[src/hw/rtl/tfll_pkg.sv]
// Shared constants, codes and transfer types of the timestamped frame log lookup unit.
package tfll_pkg;

   // Log geometry.
   localparam int LOG_DEPTH = 1024;
   localparam int ADDR_W    = $clog2(LOG_DEPTH);
   localparam int CNT_W     = $clog2(LOG_DEPTH + 1);

   // Field widths.
   localparam int TIME_W   = 64;
   localparam int FRAME_W  = 56;
   localparam int HEADER_W = 8;
   localparam int STATUS_W = 2;

   // Header values.
   localparam logic [HEADER_W-1:0] HEADER_LOOKUP = 8'd85;
   localparam logic [HEADER_W-1:0] HEADER_NONE   = 8'd0;

   // Command codes.
   localparam logic CMD_APPEND = 1'b0;
   localparam logic CMD_LOOKUP = 1'b1;

   // Status codes.
   localparam logic [STATUS_W-1:0] ST_OK    = 2'd0;
   localparam logic [STATUS_W-1:0] ST_DUP   = 2'd1;
   localparam logic [STATUS_W-1:0] ST_FULL  = 2'd2;
   localparam logic [STATUS_W-1:0] ST_EMPTY = 2'd3;

   // One input item.
   typedef struct packed {
      logic               cmd;
      logic [TIME_W-1:0]  time_req;
      logic [FRAME_W-1:0] frame_in;
   } req_type;

   // One result item.
   typedef struct packed {
      logic [HEADER_W-1:0] header_byte;
      logic [FRAME_W-1:0]  frame_out;
      logic [STATUS_W-1:0] status;
   } rsp_type;

   // Access request from the sequencer to the log memories.
   typedef struct packed {
      logic [ADDR_W-1:0]  rd_addr;
      logic               wr_en;
      logic [ADDR_W-1:0]  wr_addr;
      logic [TIME_W-1:0]  wr_time;
      logic [FRAME_W-1:0] wr_frame;
   } mem_cmd_type;

endpackage

[src/hw/rtl/tfll_ctrl.sv]
// Sequencer for append with duplicate check and binary-search lookup over the log.
module tfll_ctrl (
   input  logic                          clock,
   input  logic                          reset,
   input  logic                          start,
   output logic                          busy,
   input  tfll_pkg::req_type             req_data,
   output logic                          rsp_strobe,
   output tfll_pkg::rsp_type             rsp_data,
   output tfll_pkg::mem_cmd_type         mem_cmd,
   input  logic [tfll_pkg::TIME_W-1:0]   rd_time,
   input  logic [tfll_pkg::FRAME_W-1:0]  rd_frame
);
   import tfll_pkg::*;

   localparam logic [1:0] S_IDLE   = 2'd0;
   localparam logic [1:0] S_DUP    = 2'd1;
   localparam logic [1:0] S_SEARCH = 2'd2;
   localparam logic [1:0] S_FETCH  = 2'd3;

   logic [1:0]         state_ff, state_in;
   logic [CNT_W-1:0]   count_ff, count_in;
   logic [CNT_W-1:0]   lo_ff, lo_in;
   logic [CNT_W-1:0]   hi_ff, hi_in;
   logic [CNT_W-1:0]   mid_ff, mid_in;
   logic [TIME_W-1:0]  key_time_ff, key_time_in;
   logic [FRAME_W-1:0] key_frame_ff, key_frame_in;
   logic               rsp_strobe_ff, rsp_strobe_in;
   rsp_type            rsp_ff, rsp_in;

   logic               accept;
   logic [CNT_W-1:0]   last_idx;
   logic [CNT_W-1:0]   lo_step, hi_step, span_step, mid_step, mid_first;

   assign accept = start && (state_ff == S_IDLE);
   assign busy   = (state_ff != S_IDLE);

   assign last_idx  = count_ff - CNT_W'(1);
   assign mid_first = count_ff >> 1;

   // One halving step: the read data belongs to the entry at mid_ff.
   assign lo_step   = (rd_time > key_time_ff) ? lo_ff  : mid_ff;
   assign hi_step   = (rd_time > key_time_ff) ? mid_ff : hi_ff;
   assign span_step = hi_step - lo_step;
   assign mid_step  = lo_step + (span_step >> 1);

   // Next-state and memory access logic.
   always_comb begin
      state_in         = state_ff;
      count_in         = count_ff;
      lo_in            = lo_ff;
      hi_in            = hi_ff;
      mid_in           = mid_ff;
      key_time_in      = key_time_ff;
      key_frame_in     = key_frame_ff;
      rsp_strobe_in    = 1'b0;
      rsp_in           = rsp_ff;
      mem_cmd.rd_addr  = '0;
      mem_cmd.wr_en    = 1'b0;
      mem_cmd.wr_addr  = count_ff[ADDR_W-1:0];
      mem_cmd.wr_time  = key_time_ff;
      mem_cmd.wr_frame = key_frame_ff;
      case (state_ff)
         S_IDLE: begin
            if (accept) begin
               key_time_in  = req_data.time_req;
               key_frame_in = req_data.frame_in;
               if (req_data.cmd == CMD_APPEND) begin
                  if (count_ff == '0) begin
                     // Empty log: store at once, no duplicate to check.
                     mem_cmd.wr_en    = 1'b1;
                     mem_cmd.wr_addr  = '0;
                     mem_cmd.wr_time  = req_data.time_req;
                     mem_cmd.wr_frame = req_data.frame_in;
                     count_in         = CNT_W'(1);
                     rsp_strobe_in    = 1'b1;
                     rsp_in.header_byte = HEADER_NONE;
                     rsp_in.frame_out   = '0;
                     rsp_in.status      = ST_OK;
                  end else begin
                     mem_cmd.rd_addr = last_idx[ADDR_W-1:0];
                     state_in        = S_DUP;
                  end
               end else begin
                  lo_in = '0;
                  hi_in = count_ff;
                  if (count_ff == '0) begin
                     rsp_strobe_in      = 1'b1;
                     rsp_in.header_byte = HEADER_LOOKUP;
                     rsp_in.frame_out   = '0;
                     rsp_in.status      = ST_EMPTY;
                  end else if (count_ff == CNT_W'(1)) begin
                     mem_cmd.rd_addr = '0;
                     state_in        = S_FETCH;
                  end else begin
                     mid_in          = mid_first;
                     mem_cmd.rd_addr = mid_first[ADDR_W-1:0];
                     state_in        = S_SEARCH;
                  end
               end
            end
         end
         S_DUP: begin
            rsp_strobe_in      = 1'b1;
            rsp_in.header_byte = HEADER_NONE;
            rsp_in.frame_out   = '0;
            state_in           = S_IDLE;
            if (rd_frame == key_frame_ff) begin
               rsp_in.status = ST_DUP;
            end else if (count_ff == CNT_W'(LOG_DEPTH)) begin
               rsp_in.status = ST_FULL;
            end else begin
               mem_cmd.wr_en = 1'b1;
               count_in      = count_ff + CNT_W'(1);
               rsp_in.status = ST_OK;
            end
         end
         S_SEARCH: begin
            lo_in = lo_step;
            hi_in = hi_step;
            if (span_step > CNT_W'(1)) begin
               mid_in          = mid_step;
               mem_cmd.rd_addr = mid_step[ADDR_W-1:0];
            end else begin
               mem_cmd.rd_addr = lo_step[ADDR_W-1:0];
               state_in        = S_FETCH;
            end
         end
         S_FETCH: begin
            rsp_strobe_in      = 1'b1;
            rsp_in.header_byte = HEADER_LOOKUP;
            rsp_in.frame_out   = rd_frame;
            rsp_in.status      = ST_OK;
            state_in           = S_IDLE;
         end
         default: begin
            state_in = S_IDLE;
         end
      endcase
   end

   // Control registers.
   always_ff @(posedge clock) begin
      if (reset) begin
         state_ff      <= S_IDLE;
         count_ff      <= '0;
         rsp_strobe_ff <= 1'b0;
      end else begin
         state_ff      <= state_in;
         count_ff      <= count_in;
         rsp_strobe_ff <= rsp_strobe_in;
      end
   end

   // Search bounds, request key and result payload.
   always_ff @(posedge clock) begin
      lo_ff        <= lo_in;
      hi_ff        <= hi_in;
      mid_ff       <= mid_in;
      key_time_ff  <= key_time_in;
      key_frame_ff <= key_frame_in;
      rsp_ff       <= rsp_in;
   end

   assign rsp_strobe = rsp_strobe_ff;
   assign rsp_data   = rsp_ff;

   // The log never holds more entries than it has room for.
   a_count_bound: assert property (@(posedge clock) disable iff (reset)
      count_ff <= CNT_W'(LOG_DEPTH))
      else $error("entry count beyond log depth");

   // While searching, the window stays open and inside the stored entries.
   a_window: assert property (@(posedge clock) disable iff (reset)
      (state_ff == S_SEARCH) |-> ((hi_ff - lo_ff) > CNT_W'(1)) && (hi_ff <= count_ff)
         && (mid_ff > lo_ff) && (mid_ff < hi_ff))
      else $error("search window out of range");

   // A write lands only on the next free entry of a log with room.
   a_write_slot: assert property (@(posedge clock) disable iff (reset)
      mem_cmd.wr_en |-> ((mem_cmd.wr_addr == count_ff[ADDR_W-1:0])
         && (count_ff < CNT_W'(LOG_DEPTH))) ##1 (count_ff == $past(count_ff) + CNT_W'(1)))
      else $error("log write outside the free entry");

   // Every accepted transfer either starts work or answers in the next cycle.
   a_accept_progress: assert property (@(posedge clock) disable iff (reset)
      accept |=> (busy || rsp_strobe))
      else $error("accepted transfer dropped");

   // A result is only presented once the sequencer is back at rest.
   a_rsp_idle: assert property (@(posedge clock) disable iff (reset)
      rsp_strobe |-> (state_ff == S_IDLE))
      else $error("result while sequencer busy");

endmodule
[config.mk]
export PLATFORM = sky130hd
export DESIGN_NAME = tfll_ctrl
export DESIGN_NICKNAME = d
export VERILOG_FILES = /design/src/hw/rtl/tfll_pkg.sv /design/src/hw/rtl/tfll_ctrl.sv
export SDC_FILE = /design/constraint.sdc
export NUM_CORES = 1
export LEC_CHECK = 0
export ABC_AREA = 0
export BUFFER_PORTS_ARGS = -buffer_cell sky130_fd_sc_hd__clkbuf_2
export CORE_ASPECT_RATIO = 1.1
export CORE_MARGIN = 2
export CORE_UTILIZATION = 34
export CTS_CLUSTER_SIZE = 28
export DETAILED_ROUTE_END_ITERATION = 8
export HOLD_SLACK_MARGIN = 0.08
export PLACE_DENSITY = 0.62
export SYNTH_ARGS = -nofsm -noshare
export SYNTH_HDL_FRONTEND = slang
export SYNTH_SLANG_ARGS = --single-unit
[constraint.sdc]
create_clock -name clock -period 6.6 [get_ports clock]
set_input_delay 0.33 -clock clock [delete_from_list [all_inputs] [get_ports clock]]
set_output_delay 0.33 -clock clock [all_outputs]
set_load 0.03 [all_outputs]
Word-level counts from Yosys, hierarchy flattened
Index checks and enable logic that the tools add are counted.
- register bits after elaboration: 233
- output and inout bits: 209
- bits of input ports: 244
- word-level logic and storage cells: 97
- multiplexer cells: 50
- reduce and logical (&&, ||, !) cells: 14
- equality and inequality tests: 16
- add/sub/neg operators: 4
- order comparisons: 2
- operators with widths (cell ; count):
    $mux W66 ; 4
    $mux W131 ; 2
    $pmux W66 S3 ; 1
    $mux W11 ; 16
    $mux W141 ; 1
    $mux W130 ; 1
    $pmux W11 S2 ; 4
    $gt A64 B64 Y1 ; 1
    $eq A56 B56 Y1 ; 1
    $mux W10 ; 5
    $pmux W10 S2 ; 1
    $ne A2 B2 Y1 const B ; 9
    $mux W2 ; 7
    $reduce_and A6 Y1 ; 2
    $add A11 B1 Y11 const B ; 1
    $add A11 B10 Y11 ; 1
    $eq A11 B1 Y1 const B ; 1
    $eq A11 B11 Y1 const B ; 1
    $gt A11 B1 Y1 const B ; 1
    $logic_not A11 Y1 ; 1
    $sub A11 B11 Y11 ; 1
    $sub A10 B1 Y10 const B ; 1
    $reduce_and A3 Y1 ; 3
    $pmux W2 S3 ; 1
    other kinds (11) ; 19

Depth between registers and ports, before layout
Gate-level depths: netlist of run 1.
- depth after elaboration: 6
- gate-level depth with buffers: 29
- gate-level depth less buffers: 27

Worst setup path after synthesis of run 1
No wires, ideal clock.
- path type: reg-to-output
- from: register key_time_ff[54]
- to: output mem_cmd[140] in the netlist's numbering
- path slack: -0.257 ns
- path buffers: 3
- arrival time: 6.527 ns
- cell stages (with the launch flop): 29
- path through: edfxtp_1 -> inv_1 -> ha_1 -> nand4_2 -> nor4_4 -> nand2_2 -> a2111oi_4 -> nor4_2 -> nor2_1 -> clkbuf_1 -> buf_1 -> mux2i_1 -> inv_1 -> ha_1 -> nor2b_1 -> o21ai_0 -> nor2b_1 -> or3_1 -> a211o_1 -> nand2_1 -> a2111oi_4 -> nor3b_1 -> nor2_1 -> ha_1 -> clkbuf_1 -> nand3_1 -> o211ai_1 -> a311oi_1 -> o211ai_1
- RTL lines (item ; RTL line ; text):
    from (decl) ; tfll_ctrl.sv:26 ; logic [TIME_W-1:0] key_time_ff, key_time_in;
    from (signal assigned) ; tfll_ctrl.sv:160 ; key_time_ff <= key_time_in;
    to (decl) ; tfll_ctrl.sv:10 ; output tfll_pkg::mem_cmd_type mem_cmd,

==> qor.txt, run 1 <==
H-tree depth: 1
max incr delay on CP: 0.35 ns
Yosys reg bits: 226
Detail Route Antenna Nets: 0
crit-path max FO: 6
sequential power share: 0.337
CP Data Arrival Time: 6.22 ns
HPWL Detailed: 34900 um
CP max stage cell: edfxtp_1
total number of vias: 12200
RSZ-0062 raised after global routing: true
Final #Nets: 2195
Unique masters post-synth: 72
antenna violations before repair: 1
Hold Crit Class: in -> reg
Synthesis Warnings: 0
Mapped Cells: 1272
site row count: 76
Clock Pin Slew Worst Setup and Hold Paths: 0.06 ns
Fill cells: 3533
ys async rst share: 0
CTS Root Cell: clkbuf_16
Area Overhead vs Synth: 43.9%
Final Routed Wirelength: 47300 um
die area: 41200 um^2
Internal Power: 0.00339 W
first-pass GRT wire length: 70200 um
layout cells sized above 1: 0.390
number of global-route vias before repair: 12300
Horiz. Die Dim: 194 um
Comb power frac: 0.381
worst slew pin tran: 1.05 ns
GRT Total Usage: 0.218
Top FF cell, synth: edfxtp_1
part of the cycle the worst path needs: 0.993
1st-iter DRT viols: 707
DP Worst Slack: -0.0583 ns
synth top area cells: edfxtp_1 47%, ha_1 7.9%, mux2_2 5.8%
Die Ht: 213 um
synthesized area: 13500 um^2
CP Capture Type: primary output
CTS sink cnt: 226
drt drc: 0
Fmax: 153 MHz
area of the multi-input gates: 6890 um^2
Synth top area share: 0.473
Leakage: 8.44 nW
Longest Clk Path Bufs: 3
pwr dens: 274 nW/um^2
Post-synth EDFFs: 212
Rel. slew slack: 0.294
final hold viol count: 0
Placed Cells: 2196
post-route non-filler standard cell count: 2393
routed len/inst: 19.8 um
Setup crit start kind: register
Placer Congestion: 0.907
Peak VDD IR: 0.000198 V
num ports: 453
CTS tree: built
largest net degree at the start of global routing: 187
Register Area: 6650 um^2
final setup fails: 0
vias per cell: 5.11
DRT Pass-1 Iters: 5
Num CTS Buffers: 27
clock share of power: 0.282
Worst-Skew Late Latency: 0.56 ns
post-synthesis sequential area ratio: 0.494
Setup Skew: 0.0119 ns
Max Cap Violations: 0
status: finished clean
total grt overflow: 0
CP Data Required Time: 6.27 ns
Worst Slack Setup Final: 0.0473 ns
CORE AREA: 39100 um^2
initial core utilization: 0.344
post-synth top area cell: edfxtp_1
switching share of power: 0.360
Final Max Slew Viols: 0
Setup CP Type: reg -> out
post-layout min period: 6.55 ns
Synth Area per Inst: 10.6 um^2
I/O Buffers: 448
NetSw: 0.00191 W
## power groups by stage
stage / registers [W] / clock network [W] / logic (W)
floorplan: 0.00190 / 0 / 0.00103
detailed placement: 0.00182 / 0 / 0.00169
CTS: 0.00179 / 0.00152 / 0.00185
global placement: 0.00181 / 0 / 0.00167
finish: 0.00179 / 0.00149 / 0.00202
global route: 0.00180 / 0.00156 / 0.00215
## cell usage in the layout, fill, tap and decap left out, drive strengths merged, types with 21 or more instances in the layout
cell	instances
xor2	24
nand3	27
edfxtp	212
ha	85
mux2	69
buf	73
clkbuf	472
nor3	21
nor2	57
o21ai	97
nand4	29
xnor2	61
nand2	156
a21oi	41
inv	95
dlygate4sd3	121
and3	62
## sequential cells by signal, indices dropped and copies added (netlist names)
signal        cells
count_ff         11
hi_ff            11
key_frame_ff     56
key_time_ff      64
lo_ff            11
mid_ff           11
rsp_data         59
rsp_strobe        1
state_ff          2
## cell type report
type / count / share of cell area
antenna: 2 / 0.000258
clock buffer: 34 / 0.0362
clock inverter: 15 / 0.00781
inverter: 93 / 0.0181
multi-input combinational: 884 / 0.356
sequential: 226 / 0.343
tap: 507 / 0.0327
timing repair buffer: 632 / 0.206
## worst paths after layout
kind              startpoint           end  slack (ns)  depth (start not counted)
min             rd_frame[35]  rsp_data[37]        0.12                          2
max reg2reg  key_time_ff[50]     mid_ff[9]        0.73                         28
max          key_time_ff[50]  mem_cmd[140]        0.05                         28
min reg2reg      count_ff[0]   count_ff[0]        0.61                          1
## per-stage QoR
| stage | power, W | TNS (ns) | utilization | area, um^2 | hold WS (ns) |
|---|---|---|---|---|---|
| floorplan | 0.00293 | 0 | - | 13500 | 0.402 |
| global placement | 0.00349 | 0 | 0.419 | 16400 | 0.521 |
| global route | 0.00552 | -1.31 | 0.496 | 19400 | 0.115 |
| detailed placement | 0.00351 | -0.125 | 0.419 | 16400 | 0.521 |
| finish | 0.00530 | 0 | 0.496 | 19400 | 0.121 |
| CTS | 0.00515 | 0 | 0.482 | 18800 | 0.0928 |
## cells in the mapped netlist, types with 3 or more instances
| cell type | count |
|---|---|
| nor3b_1 | 4 |
| and2_1 | 5 |
| inv_1 | 93 |
| mux2_2 | 69 |
| o22ai_1 | 3 |
| a2bb2oi_1 | 3 |
| edfxtp_1 | 212 |
| xnor2_1 | 61 |
| a31oi_1 | 6 |
| nand2_1 | 155 |
| nor4_2 | 3 |
| nor4_1 | 12 |
| a221oi_1 | 3 |
| or2_2 | 3 |
| and3_1 | 62 |
| o21ai_0 | 95 |
| buf_1 | 3 |
| nand3_1 | 26 |
| dfxtp_1 | 14 |
| ha_1 | 85 |
| a211oi_1 | 5 |
| clkbuf_1 | 62 |
| nor3_1 | 19 |
| o211ai_1 | 16 |
| a21o_1 | 7 |
| nor2b_1 | 9 |
| nor2_1 | 56 |
| o31ai_1 | 5 |
| nand4_1 | 28 |
| mux2i_1 | 13 |
| nand2b_1 | 11 |
| a21oi_1 | 41 |
| xor2_1 | 24 |
| buf_4 | 7 |
## kinds of logic (layout without fill, tap and decap cells)
| family | count (synthesis) | count (layout) | share of synthesized area |
|---|---|---|---|
| AOI/OAI and AO/OA | 212 | 212 | 0.0978 |
| xor gates and xnor gates | 85 | 85 | 0.0553 |
| adders and majority gates | 89 | 89 | 0.0835 |
| buffers and inverters | 165 | 774 | 0.0480 |
| DFF | 226 | 226 | 0.494 |
| muxes | 82 | 82 | 0.0674 |
| other | 1 | 6 | 0.000279 |
| and+or+nand+nor | 412 | 412 | 0.154 |
## metal layers
layer	global-route usage	vias to the layer above	part of all wire
met4	0.0811	0	0.038
li1	-	5786	-
met2	0.380	505	0.49
met5	0	-	0
met1	0.270	5832	0.41
met3	0.0393	99	0.064
## worst max-delay path: cells and delay by family, from the launching register on
kind / cells / cell delay [ns]
xor+xnor: 1 / 0.19
compound gates: 9 / 1.74
mux: 1 / 0.32
flops: 1 / 0.35
fa+ha+maj: 3 / 0.81
buf+inv: 6 / 0.73
simple gates: 8 / 1.54
## timing repair
item                                   CTS  global route
setup endpoints to repair               10            10
buffers inserted                        10            18
endpoints found under the hold margin  122             0
pin swaps                               28            49
resized for setup                       56            99
hold buffers                           121             0
Note: power is estimated with default switching activity, not from simulation.
==> run 2: changes to the inputs <==
--- a/config.mk
+++ b/config.mk
@@ -6,6 +6,7 @@
 export NUM_CORES = 1
 export LEC_CHECK = 0
 export ABC_AREA = 0
+export ABC_CLOCK_PERIOD_IN_PS = 6600
 export BUFFER_PORTS_ARGS = -buffer_cell sky130_fd_sc_hd__clkbuf_2
 export CORE_ASPECT_RATIO = 1.1
 export CORE_MARGIN = 2
==> constraint.sdc (replaced) <==
create_clock -name clock -period 6.6 [get_ports clock]
set_input_delay 0.33 -clock clock [delete_from_list [all_inputs] [get_ports clock]]
set_output_delay 0.33 -clock clock [all_outputs]
set_load 0.1 [all_outputs]
==> run 2 against run 1 <==
Utilization down 0.19 points. Count of clock-buffer cells in the layout is 2 lower. Cell area decreased by 0.38%. Combinational power increased by 40%. The run now ends with negative setup slack left.
==> qor.txt, run 2 (same netlist as run 1, synthesis figures left out) <==
status: finished, violations left
failing checks: negative setup slack
largest net degree at the start of global routing: 147 (-21%)
part of the cycle the worst path needs: 1.03 (+0.0352)
Crit. Startpoint: key_time_ff[48]
num ports: 453 (unchanged)
Clock Pin Slew Worst Setup and Hold Paths: 0.06 ns (about the same)
final setup fails: 6 (+6)
initial core utilization: 0.344 (unchanged)
routed len/inst: 19.7 um (-0.34%)
max incr delay on CP: 0.38 ns (+0.03 ns)
max FFs per register: 64 (unchanged)
Placer Congestion: 0.920 (+1.4%)
I/O Buffers: 448 (unchanged)
crit-path max FO: 6 (unchanged)
CORE AREA: 39100 um^2 (unchanged)
DR top layer: met4
CP Data Arrival Time: 6.45 ns (+0.23 ns)
Fmax: 147 MHz (-3.4%)
pwr dens: 317 nW/um^2 (+16%)
most frequent cells in the layout: 438 x clkbuf_2, 212 x edfxtp_1, 153 x nand2_1
Hold Crit Start: rd_frame[3]
Detail Route Antenna Nets: 0 (unchanged)
Max Cap Violations: 0 (unchanged)
FF-to-FF End: mid_ff[9]
Setup CP Type: reg -> out
first-pass GRT wire length: 69300 um (-1.4%)
Setup crit start kind: register
worst-case reg-to-reg path depth: 27 (-3.6%)
CP max stage cell: o211ai_1
final hold viol count: 0 (unchanged)
Final #Nets: 2186 (-0.41%)
RSZ-0062 raised after global routing: true
layout cells sized above 1: 0.378 (-0.0124)
Die Ht: 213 um (unchanged)
Area Overhead vs Synth: 43.4%
Horiz. Die Dim: 194 um (unchanged)
Num CTS Buffers: 28 (+3.7%)
DP Worst Slack: -0.0650 ns (-0.00668 ns)
antenna violations before repair: 4 (+3)
Setup Skew: 0.0140 ns (+0.00218 ns)
worst slew pin tran: 0.948 ns (-0.105 ns)
1st-iter DRT viols: 617 (-13%)
drt drc: 0 (unchanged)
site row count: 76 (unchanged)
CTS sink cnt: 226 (unchanged)
Worst Slack Setup Final: -0.185 ns (-0.232 ns)
CTS Root Cell: clkbuf_16
Leakage: 8.45 nW (+0.17%)
r2r startpoint: key_time_ff[48]
Peak VDD IR: 0.000261 V (+32%)
number of global-route vias before repair: 12100 (-1.2%)
H-tree depth: 1 (unchanged)
Final Max Slew Viols: 0 (unchanged)
DRT Pass-1 Iters: 5 (unchanged)
Worst-Skew Late Latency: 0.55 ns (about the same)
die area: 41200 um^2 (unchanged)
r2r setup slk: 0.72 ns (about the same)
crit path to: mem_cmd[138]
HPWL Detailed: 35500 um (+1.7%)
Longest Clk Path Bufs: 3 (unchanged)
post-layout min period: 6.78 ns (+0.232 ns)
GRT Total Usage: 0.218 (about the same)
post-route non-filler standard cell count: 2386 (-0.29%)
vias per cell: 5.07 (-0.74%)
met2 wire length: 23300 um (+1.1%)
Top reg by flops: key_time_ff
most common cell after layout, fill and taps aside: clkbuf_2
Rel. slew slack: 0.361 (+0.0666)
total number of vias: 12100 (-1.0%)
CP Capture Type: primary output
Hold Crit Class: in -> reg
Post-Route M1 WL: 18700 um (-4.1%)
wire length on met3: 2960 um (-2.4%)
Final Routed Wirelength: 47000 um (-0.63%)
Placed Cells: 2181 (-0.68%)
total grt overflow: 0 (unchanged)
CTS tree: built
CP Data Required Time: 6.27 ns (about the same)
[run 2: worst min path at each step]
stage / to / cells after the start
after floorplan: count_ff[1] / 1
after global placement: key_frame_ff[43] / 1
after detailed placement: key_frame_ff[41] / 1
after CTS: rsp_data[28] / 2
after global routing: rsp_data[28] / 2
final: rsp_data[5] / 2
[run 2: final cells by class]
| type | instances | area [um^2] |
|---|---|---|
| fillers | 3523 | 19800 |
| multi-input cells | 884 | 6690 |
| flip-flops and latches | 226 | 6650 |
| repair buffers | 622 | 4070 |
| clock buffers | 32 | 737 |
| well taps | 507 | 634 |
| inverters | 93 | 352 |
| clock inverters | 20 | 161 |
| diodes | 2 | 5.00 |
[run 2: power by group]
group / switching, W / leakage (nW) / internal, W
Sequential: 0.0000614 / 2.19 / 0.00173
Combinational: 0.00204 / 5.83 / 0.000783
Clock: 0.000621 / 0.433 / 0.000878
[run 2: critical path: cells and delay by family (launching register included)]
kind | cells | cell delay, ns
xor gates and xnor gates | 1 | 0.21
adders and majority gates | 3 | 0.78
muxes | 1 | 0.21
buffers and inverters | 6 | 0.75
AOI/OAI and AO/OA | 8 | 1.62
DFF | 1 | 0.35
and+or+nand+nor | 10 | 1.96
[run 2: per-layer routing]
metal | GRT usage | up-vias
met2 | 0.382 | 443
met5 | 0 | -
met1 | 0.258 | 5767
met4 | 0.0979 | 0
li1 | - | 5782
met3 | 0.0450 | 104
[run 2: timing repair]
item / in CTS / in global routing
buffers inserted: 16 / 14
pin swaps: 28 / 33
endpoints found under the hold margin: 122 / 0
setup endpoints to repair: 10 / 10
resized for setup: 27 / 57
hold buffers: 121 / 0
[run 2: through the flow]
step                      area (um^2)  hold slack [ns]  setup TNS (ns)  total power, W   util
after floorplan                 13600            0.402          -0.663         0.00380      -
after global placement          16500            0.520               0         0.00434  0.423
after detailed placement        16500            0.522         -0.0650         0.00436  0.423
after CTS                       18900           0.0904          -0.534         0.00601  0.484
after global routing            19300            0.105           -3.30         0.00636  0.494
final                           19300            0.124          -0.667         0.00611  0.494
==> run 3: changes to the inputs <==
--- a/config.mk
+++ b/config.mk
@@ -15,6 +15,7 @@
 export DETAILED_ROUTE_END_ITERATION = 8
 export HOLD_SLACK_MARGIN = 0.08
 export PLACE_DENSITY = 0.62
+export SKIP_CTS_REPAIR_TIMING = 1
 export SYNTH_ARGS = -nofsm -noshare
 export SYNTH_HDL_FRONTEND = slang
 export SYNTH_SLANG_ARGS = --single-unit
==> run 3 against run 2 <==
The flow still finishes with violations (negative setup slack). Fmax fell by 1.4%. Sequential power barely moved. Total power fell by 2.4%. Via count fell by 0.78%. Setup slack got worse by 0.10 ns. Critical path depth fell by 1. Sequential share of layout area rose by 0.70 points. Register-to-register slack got worse by 0.08 ns. Die area did not move.
==> qor.txt, run 3 (same netlist as run 1, synthesis figures left out) <==
site row count: 76 (unchanged)
antenna violations before repair: 2 (-2)
worst-case reg-to-reg path depth: 27 (unchanged)
1st-iter DRT viols: 635 (+2.9%)
RSZ-0062 raised after global routing: true
Area Overhead vs Synth: 40.5%
Crit. Startpoint: key_time_ff[47]
Leakage: 8.30 nW (-1.8%)
total grt overflow: 0 (unchanged)
Final Routed Wirelength: 46700 um (-0.75%)
max FFs per register: 64 (unchanged)
CTS tree: built
HPWL Detailed: 35500 um (unchanged)
FF-to-FF End: mid_ff[9]
num ports: 453 (unchanged)
Detail Route Antenna Nets: 0 (unchanged)
r2r setup slk: 0.64 ns (-0.08 ns)
Worst-Skew Late Latency: 0.55 ns (about the same)
pwr dens: 316 nW/um^2 (-0.41%)
routed len/inst: 19.8 um (+0.22%)
largest net degree at the start of global routing: 147 (unchanged)
CORE AREA: 39100 um^2 (unchanged)
Horiz. Die Dim: 194 um (unchanged)
final hold viol count: 0 (unchanged)
Worst Slack Setup Final: -0.285 ns (-0.0998 ns)
Rel. slew slack: 0.363 (+0.00182)
Placer Congestion: 0.920 (unchanged)
part of the cycle the worst path needs: 1.04 (+0.0151)
failing checks: negative setup slack
layout cells sized above 1: 0.354 (-0.0234)
most common cell after layout, fill and taps aside: clkbuf_2
r2r startpoint: key_time_ff[47]
Max Cap Violations: 0 (unchanged)
I/O Buffers: 448 (unchanged)
Register Area: 6650 um^2 (unchanged)
vias per cell: 5.08 (+0.19%)
CTS Root Cell: clkbuf_16
CTS sink cnt: 226 (unchanged)
Core Util, Final: 0.484 (-0.00986)
H-tree depth: 1 (unchanged)
area of the multi-input gates: 6520 um^2 (-2.6%)
CP Data Required Time: 6.27 ns (about the same)
most frequent cells in the layout: 438 x clkbuf_2, 212 x edfxtp_1, 153 x nand2_1
Fmax: 145 MHz (-1.4%)
GRT Total Usage: 0.209 (-0.00917)
Final #Nets: 2163 (-1.1%)
total number of vias: 12000 (-0.78%)
initial core utilization: 0.344 (unchanged)
Clock Pin Slew Worst Setup and Hold Paths: 0.06 ns (about the same)
CP Data Arrival Time: 6.55 ns (+0.10 ns)
Longest Clk Path Bufs: 3 (unchanged)
Fill cells: 3578 (+1.6%)
number of global-route vias before repair: 11200 (-7.2%)
post-layout min period: 6.88 ns (+0.0998 ns)
max incr delay on CP: 0.45 ns (+0.07 ns)
crit path to: mem_cmd[140]
Top reg by flops: key_time_ff
Die Ht: 213 um (unchanged)
CP max stage cell: nor4_4
worst slew pin tran: 0.946 ns (-0.00269 ns)
Num CTS Buffers: 28 (unchanged)
Setup crit start kind: register
die area: 41200 um^2 (unchanged)
Hold Crit Class: in -> reg
Setup CP Type: reg -> out
crit-path max FO: 5 (-1)
CP Capture Type: primary output
drt drc: 0 (unchanged)
Final Max Slew Viols: 0 (unchanged)
final setup fails: 7 (+1)
Setup TNS: -0.966 ns (-0.300 ns)
Peak VDD IR: 0.000263 V (+0.80%)
status: finished, violations left
first-pass GRT wire length: 66100 um (-4.6%)
DRT Pass-1 Iters: 5 (unchanged)
Setup Skew: 0.0112 ns (-0.00286 ns)
-- run 3: metal layers --
| metal | track usage | share of wire | vias up |
|---|---|---|---|
| met5 | 0 | 0 | - |
| met4 | 0.0787 | 0.034 | 0 |
| met3 | 0.0428 | 0.066 | 88 |
| met2 | 0.369 | 0.50 | 438 |
| met1 | 0.251 | 0.40 | 5747 |
| li1 | - | - | 5729 |
-- run 3: cell type report --
cell class,instances,area share
Multi-Input combinational cell,884,0.345
Clock buffer,32,0.0390
Antenna cell,2,0.000265
Timing Repair Buffer,599,0.204
Tap cell,507,0.0335
Inverter,93,0.0186
Sequential cell,226,0.352
Clock inverter,20,0.00853
-- run 3: through the flow --
step | cell area, um^2 | worst slack, ns | cells | hold slack [ns] | total power [W]
2_1_floorplan | 13600 | -0.241 | 1275 | 0.402 | 0.00380
3_3_place_gp | 16500 | 0.0131 | 2181 | 0.520 | 0.00434
3_5_place_dp | 16500 | -0.0650 | 2181 | 0.522 | 0.00436
4_1_cts | 17400 | -0.629 | 2233 | -0.0725 | 0.00588
5_1_grt | 18900 | -0.553 | 2361 | 0.105 | 0.00621
6_report | 18900 | -0.285 | 2363 | 0.123 | 0.00597
-- run 3: how the worst min path moves through the flow --
| stage | start | to | slack [ns] | cells past startpoint |
|---|---|---|---|---|
| after floorplan | reset | count_ff[1] | 0.40 | 1 |
| after global placement | req_data[43] | key_frame_ff[43] | 0.52 | 1 |
| after detailed placement | req_data[41] | key_frame_ff[41] | 0.52 | 1 |
| after CTS | req_data[34] | key_frame_ff[34] | -0.07 | 1 |
| after global routing | rd_frame[26] | rsp_data[28] | 0.10 | 2 |
| final | rd_frame[3] | rsp_data[5] | 0.12 | 2 |
-- run 3: worst max-delay path, delay by kind of cell (launching register included) --
family | cells | cell delay (ns)
and+or+nand+nor | 9 | 1.95
AOI/OAI and AO/OA | 10 | 1.93
buffers and inverters | 5 | 0.83
adders and majority gates | 3 | 0.76
DFF | 1 | 0.37
muxes | 1 | 0.15
-- run 3: power breakdown --
group	switching (W)	total (W)	internal, W
Combinational	0.00200	0.00268	0.000686
Sequential	0.0000603	0.00179	0.00173
Clock	0.000621	0.00150	0.000878
Total	0.00268	0.00597	0.00329
